## src/hw/rtl/mmacc_pkg.sv

```systemverilog
`default_nettype none

package mmacc_pkg;

   // number of mouse entries by default
   localparam int MICE_DEFAULT = 16;

   // item operation codes
   localparam logic [2:0] MODE_MOVE_ABS  = 3'd0;
   localparam logic [2:0] MODE_MOVE_KEEP = 3'd1;
   localparam logic [2:0] MODE_BTN_EDIT  = 3'd2;
   localparam logic [2:0] MODE_READ      = 3'd3;
   localparam logic [2:0] MODE_OPEN      = 3'd4;

   // result status codes
   localparam logic STATUS_OK      = 1'b0;
   localparam logic STATUS_NO_DATA = 1'b1;

   // limits
   localparam logic signed [13:0] ACC_MAX    = 14'sd2048;
   localparam logic signed [13:0] ACC_MIN    = -14'sd2048;
   localparam logic signed [12:0] REP_MAX    = 13'sd127;
   localparam logic signed [12:0] REP_MIN    = -13'sd127;
   localparam logic [7:0]         HDR_MARK   = 8'h80;
   localparam logic [2:0]         BTN_RESET  = 3'd7;

   // configuration register indexes
   localparam logic REG_INIT_BUTTONS = 1'b0;

   // one stored mouse entry
   typedef struct packed {
      logic signed [12:0] accum_x;
      logic signed [12:0] accum_y;
      logic [2:0]         buttons;
      logic               ready;
   } entry_type;

   localparam int ENTRY_W = $bits(entry_type);

   localparam entry_type ENTRY_RESET = '{
      accum_x: 13'sd0,
      accum_y: 13'sd0,
      buttons: BTN_RESET,
      ready:   1'b0
   };

endpackage

`default_nettype wire

```

## src/hw/rtl/mmacc_ram.sv

```systemverilog
`default_nettype none

module mmacc_ram #(
   parameter int WIDTH = 8,
   parameter int DEPTH = 16,
   localparam int AW = (DEPTH > 1) ? $clog2(DEPTH) : 1
) (
   input  wire logic             clock,
   input  wire logic             we,
   input  wire logic [AW-1:0]    waddr,
   input  wire logic [WIDTH-1:0] wdata,
   input  wire logic             re,
   input  wire logic [AW-1:0]    raddr,
   output logic      [WIDTH-1:0] rdata
);

   logic [WIDTH-1:0] mem_ff [DEPTH];

   // single write port, registered read port
   always_ff @(posedge clock) begin
      if (we) begin
         mem_ff[waddr] <= wdata;
      end
      if (re) begin
         rdata <= mem_ff[raddr];
      end
   end

endmodule

`default_nettype wire

```

## src/hw/rtl/mouse_motion_accumulator_top.sv

```systemverilog
`default_nettype none

// The result strobe is high in the cycle after the execute cycle.
// Items are not overlapped: busy holds off a new item during the entry memory
// read-modify-write (read in the accept cycle, update and write back in the next).
// The receiver cannot stall: rsp_valid is high for exactly one cycle per item.
// Reset (synchronous): all entries read as zero motion, buttons 7, not ready
// (per-entry valid bits cleared at once), init_buttons returns to 7.
module mouse_motion_accumulator_top
   import mmacc_pkg::*;
#(
   parameter int MICE = MICE_DEFAULT,
   localparam int AW = (MICE > 1) ? $clog2(MICE) : 1
) (
   input  wire logic              clock,
   input  wire logic              reset,
   // item input
   input  wire logic              start,
   output logic                   busy,
   input  wire logic [2:0]        req_mode,
   input  wire logic [3:0]        req_mouse_index,
   input  wire logic signed [11:0] req_delta_x,
   input  wire logic signed [11:0] req_delta_y,
   input  wire logic [2:0]        req_button_state,
   input  wire logic [2:0]        req_clear_mask,
   input  wire logic [2:0]        req_toggle_mask,
   // result output
   output logic                   rsp_valid,
   output logic                   rsp_status,
   output logic [7:0]             rsp_header_byte,
   output logic signed [7:0]      rsp_report_x,
   output logic signed [7:0]      rsp_report_y,
   output logic [2:0]             rsp_buttons_now,
   output logic                   rsp_ready_now,
   output logic                   rsp_changed,
   // configuration
   input  wire logic              psel,
   input  wire logic              penable,
   input  wire logic              pwrite,
   input  wire logic [2:0]        paddr,
   input  wire logic [31:0]       pwdata,
   output logic [31:0]            prdata,
   output logic                   pready
);

   localparam logic ST_IDLE = 1'b0;
   localparam logic ST_EXEC = 1'b1;

   localparam logic [6:0] MICE_L = 7'(MICE);

   logic state_ff, state_in;
   logic accept;

   // latched item
   logic [2:0]         mode_ff;
   logic [3:0]         index_ff;
   logic signed [11:0] dx_ff, dy_ff;
   logic [2:0]         btn_ff, clr_ff, tog_ff;

   logic [2:0]  init_buttons_ff;
   logic [MICE-1:0] valid_ff;

   logic [AW-1:0]        req_addr, addr_ff;
   logic [ENTRY_W-1:0]   ram_q;
   logic                 ram_we;
   entry_type            cur, nxt;
   logic                 in_range;

   // result registers
   logic               rsp_valid_ff;
   logic               status_in, status_ff;
   logic [7:0]         header_in, header_ff;
   logic signed [7:0]  rx_in, rx_ff, ry_in, ry_ff;
   logic               changed_in, changed_ff;
   logic [2:0]         btn_now_in, btn_now_ff;
   logic               rdy_now_in, rdy_now_ff;

   // event arithmetic
   logic [2:0]         new_btn;
   logic signed [11:0] ev_dx, ev_dy;
   logic signed [13:0] sum_x, sum_y;
   logic signed [12:0] sat_x, sat_y;
   logic signed [12:0] rep_x, rep_y;
   logic signed [12:0] rem_x, rem_y;
   logic               ev_change;

   assign accept = start && (state_ff == ST_IDLE);
   assign busy   = (state_ff == ST_EXEC);
   assign req_addr = AW'(req_mouse_index);

   // sequencer
   always_comb begin
      state_in = state_ff;
      unique case (state_ff)
         ST_IDLE: if (accept) state_in = ST_EXEC;
         ST_EXEC: state_in = ST_IDLE;
         default: state_in = ST_IDLE;
      endcase
   end

   always_ff @(posedge clock) begin
      if (reset) begin
         state_ff     <= ST_IDLE;
         rsp_valid_ff <= 1'b0;
      end else begin
         state_ff     <= state_in;
         rsp_valid_ff <= (state_ff == ST_EXEC);
      end
   end

   // item capture
   always_ff @(posedge clock) begin
      if (accept) begin
         mode_ff  <= req_mode;
         index_ff <= req_mouse_index;
         addr_ff  <= req_addr;
         dx_ff    <= req_delta_x;
         dy_ff    <= req_delta_y;
         btn_ff   <= req_button_state;
         clr_ff   <= req_clear_mask;
         tog_ff   <= req_toggle_mask;
      end
   end

   mmacc_ram #(
      .WIDTH(ENTRY_W),
      .DEPTH(MICE)
   ) u_entry_ram (
      .clock(clock),
      .we(ram_we),
      .waddr(addr_ff),
      .wdata(nxt),
      .re(accept),
      .raddr(req_addr),
      .rdata(ram_q)
   );

   // an entry never written since reset reads as the reset entry
   assign in_range = ({3'b000, index_ff} < MICE_L);
   assign cur = (in_range && valid_ff[addr_ff]) ? entry_type'(ram_q) : ENTRY_RESET;

   // event path: button update and saturating accumulate
   always_comb begin
      ev_dx = dx_ff;
      ev_dy = dy_ff;
      case (mode_ff)
         MODE_MOVE_ABS:  new_btn = btn_ff;
         MODE_MOVE_KEEP: new_btn = cur.buttons;
         default: begin
            new_btn = (cur.buttons & ~clr_ff) ^ tog_ff;
            ev_dx = 12'sd0;
            ev_dy = 12'sd0;
         end
      endcase
      ev_change = (ev_dx != 12'sd0) || (ev_dy != 12'sd0) || (new_btn != cur.buttons);
      sum_x = 14'(cur.accum_x) + 14'(ev_dx);
      sum_y = 14'(cur.accum_y) + 14'(ev_dy);
      if (sum_x > ACC_MAX)      sat_x = 13'(ACC_MAX);
      else if (sum_x < ACC_MIN) sat_x = 13'(ACC_MIN);
      else                      sat_x = sum_x[12:0];
      if (sum_y > ACC_MAX)      sat_y = 13'(ACC_MAX);
      else if (sum_y < ACC_MIN) sat_y = 13'(ACC_MIN);
      else                      sat_y = sum_y[12:0];
   end

   // read path: clamp to report range and take off what is reported
   always_comb begin
      if (cur.accum_x > REP_MAX)      rep_x = REP_MAX;
      else if (cur.accum_x < REP_MIN) rep_x = REP_MIN;
      else                            rep_x = cur.accum_x;
      if (cur.accum_y > REP_MAX)      rep_y = REP_MAX;
      else if (cur.accum_y < REP_MIN) rep_y = REP_MIN;
      else                            rep_y = cur.accum_y;
      rem_x = cur.accum_x - rep_x;
      rem_y = cur.accum_y - rep_y;
   end

   // entry update and result
   always_comb begin
      nxt        = cur;
      status_in  = STATUS_OK;
      header_in  = 8'h00;
      rx_in      = 8'sd0;
      ry_in      = 8'sd0;
      changed_in = 1'b0;
      unique case (mode_ff) inside
         MODE_MOVE_ABS, MODE_MOVE_KEEP, MODE_BTN_EDIT: begin
            if (ev_change) begin
               nxt.buttons = new_btn;
               nxt.accum_x = sat_x;
               nxt.accum_y = sat_y;
               nxt.ready   = 1'b1;
               changed_in  = 1'b1;
            end
         end
         MODE_READ: begin
            if (!cur.ready) begin
               status_in = STATUS_NO_DATA;
            end else begin
               rx_in       = rep_x[7:0];
               ry_in       = rep_y[7:0];
               header_in   = {5'b00000, cur.buttons} | HDR_MARK;
               nxt.accum_x = rem_x;
               nxt.accum_y = rem_y;
               nxt.ready   = (rem_x != 13'sd0) || (rem_y != 13'sd0);
            end
         end
         MODE_OPEN: begin
            nxt.accum_x = 13'sd0;
            nxt.accum_y = 13'sd0;
            nxt.ready   = 1'b0;
            nxt.buttons = init_buttons_ff;
         end
         default: ;
      endcase
      btn_now_in = nxt.buttons;
      rdy_now_in = nxt.ready;
      // entry that does not exist: all zero, read still reports no data
      if (!in_range) begin
         status_in  = (mode_ff == MODE_READ) ? STATUS_NO_DATA : STATUS_OK;
         header_in  = 8'h00;
         rx_in      = 8'sd0;
         ry_in      = 8'sd0;
         changed_in = 1'b0;
         btn_now_in = 3'd0;
         rdy_now_in = 1'b0;
      end
   end

   assign ram_we = (state_ff == ST_EXEC) && in_range;

   // per-entry valid bits
   always_ff @(posedge clock) begin
      if (reset) begin
         valid_ff <= '0;
      end else if (ram_we) begin
         valid_ff[addr_ff] <= 1'b1;
      end
   end

   // result registers
   always_ff @(posedge clock) begin
      if (state_ff == ST_EXEC) begin
         status_ff  <= status_in;
         header_ff  <= header_in;
         rx_ff      <= rx_in;
         ry_ff      <= ry_in;
         changed_ff <= changed_in;
         btn_now_ff <= btn_now_in;
         rdy_now_ff <= rdy_now_in;
      end
   end

   assign rsp_valid       = rsp_valid_ff;
   assign rsp_status      = status_ff;
   assign rsp_header_byte = header_ff;
   assign rsp_report_x    = rx_ff;
   assign rsp_report_y    = ry_ff;
   assign rsp_buttons_now = btn_now_ff;
   assign rsp_ready_now   = rdy_now_ff;
   assign rsp_changed     = changed_ff;

   // configuration register
   always_ff @(posedge clock) begin
      if (reset) begin
         init_buttons_ff <= BTN_RESET;
      end else if (psel && penable && pwrite && (paddr[2] == REG_INIT_BUTTONS)) begin
         init_buttons_ff <= pwdata[2:0];
      end
   end

   assign pready = 1'b1;
   assign prdata = (paddr[2] == REG_INIT_BUTTONS) ? {29'd0, init_buttons_ff} : 32'd0;

   // checks
   a_accept_busy: assert property (@(posedge clock) disable iff (reset)
      start && !busy |=> busy) else $error("accepted item did not raise busy");

   a_busy_result: assert property (@(posedge clock) disable iff (reset)
      busy |=> rsp_valid && !busy) else $error("no result after execute cycle");

   a_result_idle: assert property (@(posedge clock) disable iff (reset)
      rsp_valid |-> !busy) else $error("result while still executing");

   a_changed_ready: assert property (@(posedge clock) disable iff (reset)
      rsp_valid && rsp_changed |-> rsp_ready_now)
      else $error("changed event left entry not ready");

   a_header_mark: assert property (@(posedge clock) disable iff (reset)
      rsp_valid && (rsp_header_byte != 8'h00) |-> rsp_header_byte[7] &&
      (rsp_status == STATUS_OK) && !rsp_changed)
      else $error("malformed report header");

endmodule

`default_nettype wire
```

## config.mk

```make
export PLATFORM = sky130hd
export DESIGN_NAME = mouse_motion_accumulator_top
export DESIGN_NICKNAME = d
export VERILOG_FILES = /design/src/hw/rtl/mmacc_pkg.sv /design/src/hw/rtl/mmacc_ram.sv /design/src/hw/rtl/mouse_motion_accumulator_top.sv
export SDC_FILE = /design/constraint.sdc
export NUM_CORES = 1
export LEC_CHECK = 0
export BUFFER_PORTS_ARGS = -buffer_cell sky130_fd_sc_hd__buf_2
export CAP_MARGIN = 10
export CORE_ASPECT_RATIO = 2
export CORE_MARGIN = 10
export CORE_UTILIZATION = 39
export CTS_BUF_LIST = sky130_fd_sc_hd__clkbuf_8
export DETAILED_ROUTE_END_ITERATION = 8
export PLACE_DENSITY = 0.67
export SKIP_CTS_REPAIR_TIMING = 1
export SYNTH_ARGS = -nofsm -noshare
export SYNTH_HDL_FRONTEND = slang
export SYNTH_SLANG_ARGS = --single-unit
```

## constraint.sdc

```tcl
create_clock -name clock -period 18.8 [get_ports clock]
set_clock_uncertainty 0.15 [all_clocks]
set_input_delay 3.76 -clock clock [delete_from_list [all_inputs] [get_ports clock]]
set_output_delay 3.76 -clock clock [all_outputs]
set_load 0.005 [all_outputs]
```

==> results.md <==
* Number of nets in the layout at 2055
* Antenna viol nets, final at 0
* Setup TNS at 0 ns
* Pins over their slew limit at 0
* Critical path fanouts, max at 4
* CTS clk-pin slew, worst paths at 0.07 ns
* Vias in the first global route at 17941
* Inserted Clock Buffers at 76
* Finished Cell Area at 30800 sq um
* Flops & latches, synth at 597
* Antenna violations before repair at 5
* DRC at 0
* CP max stage cell: buf_2
* Switching Share at 0.265
* Min Clock Period, post-route at 8.01 ns
* P_leak at 10.3 nW
* Fmax at 0.125 GHz
* Die area at 83100 sq um
* Gate power share at 0.137
* Crit end category: output port
* GR Layer Usage met2 at 0.335
* RSZ-0062 raised after global routing: false
* IO Pins at 146
* CTS tree: built
* Clock sink total at 597
* Rows at 138
* Fin cells at 2920
* Initial DRT Pass Iterations at 5
* Post-synth top flop: edfxtp_1
* Clk pwr share at 0.324
* Slew margin rel. at 0.218
* Internal power at 2.09 mW
* Initial Utilization at 0.393
* Gate Count Post-Synth at 1851
* Register share of total power at 0.540
* Clock buffer depth at 3
* Seq/Total Area, Yosys at 0.637
* Root Driver: clkbuf_8
* Largest net degree at the start of global routing at 71
* Worst hold path type: flop to flop
* Avg Inst Size Synth at 15.0 sq um
* Max VDD drop at 0.0527 mV
* M3 GR Usage at 0.0357
* Type of origin of the critical path: input pin
* H-tree levels at 3
* Total Power at 2.85 mW
* Net Sw Power at 0.755 mW
* CP Data Arrival Time at 4.10 ns
* M1 GR Usage at 0.201
* CP Data Required Time at 14.89 ns
* Fin util at 0.435
* PortBufs at 80
* Most frequent CP cell: buf_2
* WL/cell at 26.8 um
* Routability cong. at 1.01
* Syn-to-layout area delta at 10.6%
* Crit path cell chain: buf_2 -> nor2b_1 -> buf_2
* Most common cell after layout, fill and taps aside: edfxtp_1
* Outcome: finished clean
* Clk_lat worst skew at 0.70 ns
* Post-synth cell types at 98
* Top Usage Layer GRT: met2
* CP max stage delay at 0.12 ns
* Overflow after GRT at 0
* Crit Path Category: input pin to output port
* PwrDens at 92.5 nW/um^2
* Setup violations, final at 0
* Via count at 17311
* Layout cells sized above 1 at 0.229
* Core ar. at 70800 sq um
* Post-Syn Area at 27800 sq um
* Die height at 398 um
* Post-synth EDFFs at 576
* Max-Cap Viols at 0
* YS warnings at 0
* R2R setup slack at 11.64 ns
* DRT iter0 DRCs at 1656
* Routed wire length at 78300 um
* Via/cell ratio at 5.93
* Post-DP Area at 29300 sq um
* Synth async-reset ratio at 0
* Slew @ Worst Pin at 1.17 ns
* Post-Place Cells at 2777
* Buf/Inv on CP at 2
* Die width at 209 um
* Final Hold Vio Count at 0
* Final worst path period share at 0.426
* First-pass GRT wire length at 116000 um
* Global-route usage over all layers at 0.187
* Most frequent cells in the layout: edfxtp_1 (576), mux4_2 (151), nor2_1 (124), nand2_1 (97)
* Delay-heaviest family, CP: buffers and inverters
* DP Wirelength at 51000 um
logic make-up (layout without fill, tap and decap cells):
group,Yosys count,in the layout,synth area share
fa+ha+maj,30,30,0.0134
other cells,2,37,0.000270
mux,172,172,0.130
simple gates,432,432,0.0763
flops,597,597,0.637
xor+xnor,54,54,0.0175
buf+inv,192,316,0.0326
compound gates,372,372,0.0930
sequential cells by signal, summed over array words and instances (netlist names), 4 cells and up:
signal,cells
addr_ff,4
dx_ff,12
dy_ff,12
rsp_header_byte,4
rsp_report_x,8
rsp_report_y,8
u_entry_ram.mem_ff,480
u_entry_ram.rdata,30
valid_ff,16
cell type report:
type / count / area [sq um]
clock buffers: 78 / 1070
diodes: 3 / 7.51
inverters: 44 / 165
flip-flops and latches: 597 / 17700
well taps: 910 / 1140
fillers: 6193 / 40000
clock inverters: 56 / 377
multi-input cells: 1094 / 9450
repair buffers: 138 / 857
tightest hold or removal path, stage by stage, from the launching register on:
cell     delay [ns]
dfxtp_1        0.33
nor2_1         0.05
nor2_1         0.07
power by group through the flow:
stage                     clock network (mW)  registers (mW)  logic [mW]
final                                  0.922            1.54       0.389
after CTS                              0.946            1.54       0.378
after detailed placement                   0            1.57       0.377
after global routing                    1.01            1.54       0.420
after floorplan                            0            1.54       0.269
after global placement                     0            1.56       0.368
through the flow:
stage	hold WS (ns)	worst slack [ns]
floorplan	0.283	11.02
global placement	0.296	10.78
detailed placement	0.308	10.78
CTS	0.325	10.78
global route	0.348	10.75
finish	0.325	10.79
synth_stat cells (13+ instances only):
library cell    n  area share
a21oi_1        80       0.014
a22oi_1        16      0.0043
and2_1         27      0.0061
and3_1         17      0.0038
buf_1          19      0.0026
buf_4          39       0.011
clkbuf_1       79       0.011
dfxtp_1        21       0.015
edfxtp_1      576        0.62
ha_1           21      0.0094
inv_1          42      0.0057
mux2i_1        16      0.0058
mux4_2        151        0.12
nand2_1        98       0.013
nand3_1        23      0.0041
nand4_1        15      0.0034
nor2_1        137       0.018
nor2b_1        13      0.0029
nor3_1         28      0.0050
nor4_1         13      0.0029
o211ai_1       14      0.0038
o21ai_0        62       0.011
o22ai_1        29      0.0065
o31ai_1        16      0.0043
xnor2_1        36       0.011
xor2_1         17      0.0054
worst paths after layout:
path,depth (start not counted),from,end
max,3,paddr[2],prdata[1]
min,2,valid_ff[13]$_SDFFE_PP0P_,valid_ff[13]$_SDFFE_PP0P_
max reg2reg,21,addr_ff[1]$_DFFE_PP_,u_entry_ram.mem_ff[5][10]$_DFFE_PP_
min reg2reg,2,valid_ff[13]$_SDFFE_PP0P_,valid_ff[13]$_SDFFE_PP0P_
metal layers:
layer	routed length [um]	vias to the layer above
met5	28	-
met2	41400	751
met4	4630	4
li1	-	7517
met3	4810	233
met1	27400	8806
(Power assumes the default switching activity.)
